[src/rtl/decimal_opcode_machine_step_defines.svh]
// Assertion helpers shared by the RTL modules.
// Both forms expect i_clk and i_rst_n in the enclosing module.
`ifndef DECIMAL_OPCODE_MACHINE_STEP_DEFINES_SVH
`define DECIMAL_OPCODE_MACHINE_STEP_DEFINES_SVH

// Same-cycle implication.
`define DOM_ASSERT_IMP(label, ante, cons, msg) \
    label: assert property (@(posedge i_clk) disable iff (!i_rst_n) (ante) |-> (cons)) \
        else $error(msg);

// Next-cycle implication.
`define DOM_ASSERT_NXT(label, ante, cons, msg) \
    label: assert property (@(posedge i_clk) disable iff (!i_rst_n) (ante) |=> (cons)) \
        else $error(msg);

`endif

[src/rtl/dom_pkg.sv]
`default_nettype none

package dom_pkg;

    // Action codes of an input beat.
    localparam logic [1:0] FUNC_LOAD = 2'd0;
    localparam logic [1:0] FUNC_PUSH = 2'd1;
    localparam logic [1:0] FUNC_EXEC = 2'd2;

    // Sticky status codes.
    localparam logic [2:0] ERR_NONE   = 3'd0;
    localparam logic [2:0] ERR_OPCODE = 3'd1;
    localparam logic [2:0] ERR_MODE   = 3'd2;
    localparam logic [2:0] ERR_IMM    = 3'd3;
    localparam logic [2:0] ERR_RANGE  = 3'd4;
    localparam logic [2:0] ERR_FULL   = 3'd5;

    // Opcodes, the word value modulo one hundred.
    localparam logic [6:0] OP_ADD  = 7'd1;
    localparam logic [6:0] OP_MUL  = 7'd2;
    localparam logic [6:0] OP_IN   = 7'd3;
    localparam logic [6:0] OP_OUT  = 7'd4;
    localparam logic [6:0] OP_JT   = 7'd5;
    localparam logic [6:0] OP_JF   = 7'd6;
    localparam logic [6:0] OP_LT   = 7'd7;
    localparam logic [6:0] OP_EQ   = 7'd8;
    localparam logic [6:0] OP_ARB  = 7'd9;
    localparam logic [6:0] OP_HALT = 7'd99;

    // Operand modes; any digit above two maps to MODE_BAD.
    localparam logic [1:0] MODE_POS = 2'd0;
    localparam logic [1:0] MODE_IMM = 2'd1;
    localparam logic [1:0] MODE_REL = 2'd2;
    localparam logic [1:0] MODE_BAD = 2'd3;

    // Decimal decode: four remainder chains, eight word bits per cycle.
    localparam int DEC_W      = 17;
    localparam int DEC_BITS   = 8;
    localparam int DEC_CHAINS = 4;
    localparam logic [DEC_W-1:0] DEC_MOD [DEC_CHAINS] = '{
        17'd100, 17'd1000, 17'd10000, 17'd100000
    };

    typedef enum logic [3:0] {
        S_CLEAR, S_IDLE, S_FETCH, S_WORD, S_DEC, S_CHECK, S_PRD,
        S_PRAW, S_IRD, S_IVAL, S_MUL, S_WB, S_DONE
    } t_state;

    // Controller to datapath.
    typedef struct packed {
        logic clear;
        logic accept;
        logic rd_ip;
        logic cap_word;
        logic dec_step;
        logic check;
        logic rd_param;
        logic cap_raw;
        logic rd_ind;
        logic cap_ind;
        logic next_param;
        logic mul_step;
        logic wb;
        logic emit;
    } t_cmd;

    // Datapath to controller.
    typedef struct packed {
        logic clr_last;
        logic acc_exec;
        logic dec_done;
        logic chk_stop;
        logic cur_is_dest;
        logic cur_imm;
        logic last_param;
        logic is_mul;
        logic mul_done;
        logic slot_free;
    } t_status;

    // Shifts eight bits, most significant first, into a remainder modulo m.
    function automatic logic [DEC_W-1:0] dec_byte(input logic [DEC_W-1:0] r,
                                                  input logic [DEC_BITS-1:0] bits,
                                                  input logic [DEC_W-1:0] m);
        logic [DEC_W:0]   t;
        logic [DEC_W-1:0] acc;
        acc = r;
        for (int k = DEC_BITS - 1; k >= 0; k--) begin
            t = {acc, bits[k]};
            if (t >= {1'b0, m}) begin
                t = t - {1'b0, m};
            end
            acc = t[DEC_W-1:0];
        end
        return acc;
    endfunction

    // Leading decimal digit of r (r below ten units), folded to a mode code.
    function automatic logic [1:0] mode_code(input logic [DEC_W-1:0] r,
                                             input logic [DEC_W-1:0] u);
        logic [DEC_W+1:0] u1;
        logic [DEC_W+1:0] u2;
        logic [DEC_W+1:0] u3;
        logic [DEC_W+1:0] rr;
        u1 = {2'b00, u};
        u2 = u1 << 1;
        u3 = u1 + u2;
        rr = {2'b00, r};
        if (rr >= u3) begin
            return MODE_BAD;
        end else if (rr >= u2) begin
            return MODE_REL;
        end else if (rr >= u1) begin
            return MODE_IMM;
        end
        return MODE_POS;
    endfunction

endpackage

`default_nettype wire

[src/rtl/dom_ctrl.sv]
`default_nettype none
`include "decimal_opcode_machine_step_defines.svh"

module dom_ctrl (
    input  wire logic             i_clk,
    input  wire logic             i_rst_n,
    input  wire logic             i_in_valid,
    output logic                  o_in_stall,
    input  wire dom_pkg::t_status i_st,
    output dom_pkg::t_cmd         o_cmd
);

    import dom_pkg::*;

    t_state r_state;
    t_state n_state;
    t_state exec_next;

    assign exec_next = i_st.is_mul ? S_MUL : S_WB;

    // State register.
    always_ff @(posedge i_clk) begin
        if (!i_rst_n) begin
            r_state <= S_CLEAR;
        end else begin
            r_state <= n_state;
        end
    end

    // Next state.
    always_comb begin
        n_state = r_state;
        case (r_state)
            S_CLEAR: begin
                if (i_st.clr_last) begin
                    n_state = S_IDLE;
                end
            end
            S_IDLE: begin
                if (i_in_valid) begin
                    n_state = i_st.acc_exec ? S_FETCH : S_DONE;
                end
            end
            S_FETCH: n_state = S_WORD;
            S_WORD:  n_state = S_DEC;
            S_DEC: begin
                if (i_st.dec_done) begin
                    n_state = S_CHECK;
                end
            end
            S_CHECK: n_state = i_st.chk_stop ? S_DONE : S_PRD;
            S_PRD:   n_state = S_PRAW;
            S_PRAW: begin
                if (i_st.cur_is_dest) begin
                    n_state = exec_next;
                end else if (i_st.cur_imm) begin
                    n_state = i_st.last_param ? exec_next : S_PRD;
                end else begin
                    n_state = S_IRD;
                end
            end
            S_IRD:  n_state = S_IVAL;
            S_IVAL: n_state = i_st.last_param ? exec_next : S_PRD;
            S_MUL: begin
                if (i_st.mul_done) begin
                    n_state = S_WB;
                end
            end
            S_WB:   n_state = S_DONE;
            S_DONE: begin
                if (i_st.slot_free) begin
                    n_state = S_IDLE;
                end
            end
            default: n_state = S_IDLE;
        endcase
    end

    // Commands to the datapath.
    always_comb begin
        o_cmd = '0;
        case (r_state)
            S_CLEAR: o_cmd.clear    = 1'b1;
            S_IDLE:  o_cmd.accept   = i_in_valid;
            S_FETCH: o_cmd.rd_ip    = 1'b1;
            S_WORD:  o_cmd.cap_word = 1'b1;
            S_DEC:   o_cmd.dec_step = 1'b1;
            S_CHECK: o_cmd.check    = 1'b1;
            S_PRD:   o_cmd.rd_param = 1'b1;
            S_PRAW: begin
                o_cmd.cap_raw    = 1'b1;
                o_cmd.next_param = i_st.cur_imm && !i_st.cur_is_dest && !i_st.last_param;
            end
            S_IRD:  o_cmd.rd_ind = 1'b1;
            S_IVAL: begin
                o_cmd.cap_ind    = 1'b1;
                o_cmd.next_param = !i_st.last_param;
            end
            S_MUL:  o_cmd.mul_step = 1'b1;
            S_WB:   o_cmd.wb       = 1'b1;
            S_DONE: o_cmd.emit     = i_st.slot_free;
            default: o_cmd = '0;
        endcase
    end

    assign o_in_stall = (r_state != S_IDLE);

    `DOM_ASSERT_NXT(a_chk_stop_done, i_rst_n && (r_state == S_CHECK) && i_st.chk_stop, r_state == S_DONE, "faulting or halting check did not finish the beat")
    `DOM_ASSERT_IMP(a_emit_only_done, o_cmd.emit, r_state == S_DONE, "result emitted outside done state")

endmodule

`default_nettype wire

[config.mk]
export PLATFORM = sky130hd
export DESIGN_NAME = dom_ctrl
export DESIGN_NICKNAME = d
export VERILOG_FILES = /design/src/rtl/dom_pkg.sv /design/src/rtl/dom_ctrl.sv
export VERILOG_INCLUDE_DIRS = /design/src /design/src/rtl
export SDC_FILE = /design/constraint.sdc
export NUM_CORES = 1
export LEC_CHECK = 0
export BUFFER_PORTS_ARGS = -buffer_cell sky130_fd_sc_hd__buf_2
export CORE_UTILIZATION = 38
export DETAILED_ROUTE_END_ITERATION = 7
export PLACE_DENSITY = 0.75
export SETUP_SLACK_MARGIN = 0.15
export SYNTH_ARGS = -nofsm -noshare
export SYNTH_HDL_FRONTEND = slang
export SYNTH_SLANG_ARGS = --single-unit
export TNS_END_PERCENT = 30
[constraint.sdc]
create_clock -name i_clk -period 1.45 [get_ports i_clk]
set_input_delay 0.145 -clock i_clk [delete_from_list [all_inputs] [get_ports i_clk]]
set_output_delay 0.145 -clock i_clk [all_outputs]
set_load 0.01 [all_outputs]
==> metrics.md <==
| Metric | Value |
|---|---|
| Status | `finished, violations left` |
| Failing checks | `setup timing` |
| Core Util, Final | `0.7683` |
| Final Skew | `3.077 ps` |
| Syn_nets | `89` |
| Clock Path Buffers | `2` |
| Yosys top cell by area | `dfxtp_1` |
| Reg2reg start | `r_state[2]` |
| Synth top area cells | `dfxtp_1 15%, nor2_1 7.9%, nand2b_1 7.1%` |
| Syn Area/Cell | `6.915 um^2` |
| Detail Route Antenna Nets | `0` |
| Most flops, register | `r_state` |
| Total Neg Setup Slack | `-109.2 ps` |
| Area growth syn-to-layout | `90.24%` |
| Cell area power density | `1339 nW/um^2` |
| Synth Instances | `76` |
| # rows | `13` |
| WP data arrival | `1620 ps` |
| Comb pwr share | `0.723` |
| Synth Cell Area | `525.5 um^2` |
| Root Buffer | `clkbuf_4` |
| Pre-Repair DR Iteration Count | `4` |
| Starting Density | `0.4038` |
| Initial antenna violation count | `0` |
| Worst min path class | `input pin to flip-flop` |
| Sequential power share | `0.163` |
| Most common cell after layout, fill and taps aside | `buf_2` |
| Clk sinks | `4` |
| Post-synth EDFFs | `0` |
| Crit share post-route | `1.026` |
| TritonCTS Buffers | `3` |
| Number of global-route vias before repair | `701` |
| CTS tree | `yes` |
| Total power | `1.338 mW` |
| Setup slack, reg-to-reg | `-40 ps` |
| Dpl hpwl | `1373 um` |
| Flops & latches, synth | `4` |
| Max VDD drop | `633.6 uV` |
| Sequential element share of the synthesized area | `0.1524` |
| Crit. Startpoint | `r_state[2]` |
| Die height | `39.19 um` |
| Vias per inst | `6.072` |
| Layout Cells excl Fill | `138` |
| Synth top area share | `0.1524` |
| # diodes | `0` |
| Routability cong. | `0.8662` |
| P_leak | `0.4596 nW` |
| Pint | `0.7389 mW` |
| Die width | `39.19 um` |
| Congestion Overflow GR | `0` |
| Final setup fails | `4` |
| Crit Path Max Fanout | `6` |
| Htree depth | `1` |
| IO Pins | `28` |
| DR WL/cell | `17.30 um` |
| Commonest cells after routing, fill and taps aside | `26 x buf_2, 19 x buf_4, 7 x nor2_1, 6 x nand2_1, 6 x buf_6` |
| Setup CP Type | `flip-flop to flip-flop` |
| Startpoint Class | `flip-flop` |
| Clock network power share | `0.114` |
| Routed wire length | `2387 um` |
| Final Max Tran Viols | `0` |
| Tightest Pin Transition | `323.2 ps` |
| Core area | `1301 um^2` |
| Yosys warns | `0` |
| Clock Pin Slew Worst Setup and Hold Paths | `40 ps` |
| Layout cells sized above 1 | `0.6748` |
| Tmin final | `1488 ps` |
| Fin worst setup slack | `-38.36 ps` |
| Crit end category | `flip-flop` |
| First-pass GRT wire length | `3098 um` |
| Hold Startpoint | `i_rst_n` |
| Req. time, crit path | `1580 ps` |
| Via count | `838` |
| Buffers on Ports | `27` |
| Fmax | `671.9 MHz` |
| Flip-flop count of the largest register after layout | `4` |
| Switching share of power | `0.4479` |
| Post-Place Cells | `131` |
| Hold Vio Cnt, Final | `0` |
| RSZ-0062 raised after global routing | `yes` |
| Switching power | `0.5994 mW` |
| Largest registers | `r_state x4` |
| Residual DRC | `0` |
| Count of cell types in the netlist | `33` |
| Initial DRC count | `55` |
| Full die area | `1535 um^2` |
| Top_reg_cell synth | `dfxtp_1` |
| Largest net degree at the start of global routing | `9` |
| Clk_lat worst skew | `240 ps` |
| Max Cap Viol | `0` |
| Global Route Usage Sum | `0.3076` |
| Nets | `138` |
| Rel. slew slack | `0.7827` |
| Ys async rst share | `0` |
final cells by class:
| cell class | count | area, um^2 |
|---|---|---|
| clock buffers | 3 | 22.52 |
| fillers | 98 | 301.5 |
| multi-input cells | 65 | 523.0 |
| flip-flops and latches | 4 | 95.09 |
| well taps | 15 | 18.77 |
| repair buffers | 51 | 340.3 |
power by group through the flow:
stage	Sequential (mW)	Combinational, mW	Clock, mW
6_report	0.219	0.967	0.152
3_5_place_dp	0.188	0.682	0
3_3_place_gp	0.187	0.675	0
5_1_grt	0.222	1.02	0.157
2_1_floorplan	0.154	0.460	0
4_1_cts	0.207	0.815	0.151
cell families (layout without fill, tap and decap cells):
| family | Yosys count | in the layout | synth area share |
|---|---|---|---|
| buffers and inverters | 7 | 54 | 0.08569 |
| DFF | 4 | 4 | 0.1524 |
| and+or+nand+nor | 43 | 43 | 0.4381 |
| AOI/OAI and AO/OA | 21 | 21 | 0.3047 |
| muxes | 1 | 1 | 0.01905 |
path summary, 6_finish.rpt:
kind	cells after the start	end
min	2	r_state[1]
max reg2reg	5	r_state[0]
max	5	r_state[0]
min reg2reg	3	r_state[3]
worst max-delay path, stage by stage (launching register included):
cell	delay, ps
dfxtp_4	360
nor3_1	310
a22oi_2	160
o211ai_1	270
nand2_1	100
and4_1	180
routing by layer:
| metal | up-vias | wire, um | track usage |
|---|---|---|---|
| li1 | 382 | - | - |
| met1 | 387 | 984 | 0.3857 |
| met2 | 61 | 1165 | 0.5125 |
| met3 | 8 | 174 | 0.02890 |
| met4 | 0 | 63 | 0.1552 |
| met5 | - | 0 | 0 |
per-stage QoR:
stage | hold WS [ps] | worst slack (ps) | cell area, um^2
floorplan | 276.2 | -41.16 | 531.8
global placement | 410.0 | -11.15 | 790.8
detailed placement | 412.0 | -34.39 | 790.8
CTS | 153.8 | 20.66 | 913.4
global route | 155.1 | -97.32 | 999.7
finish | 157.8 | -38.36 | 999.7
Yosys cell counts (2+ instances only):
library cell / instances
nor3_1: 7
a21oi_1: 3
nand2b_1: 6
a211oi_1: 2
o21ai_0: 3
a22oi_1: 2
dfxtp_1: 4
a221oi_1: 2
nand2_1: 8
nor2_1: 11
buf_2: 3
buf_6: 2
o31ai_1: 2
nor2b_1: 2
what timing repair did:
| item | CTS | global route |
|---|---|---|
| pin swaps | 1 | 5 |
| buffers inserted | 4 | 0 |
| resized for setup | 19 | 19 |
| endpoints found under the setup margin | 19 | 19 |
| hold buffers | 0 | 0 |
No activity file was read; power rests on OpenSTA's default activity.
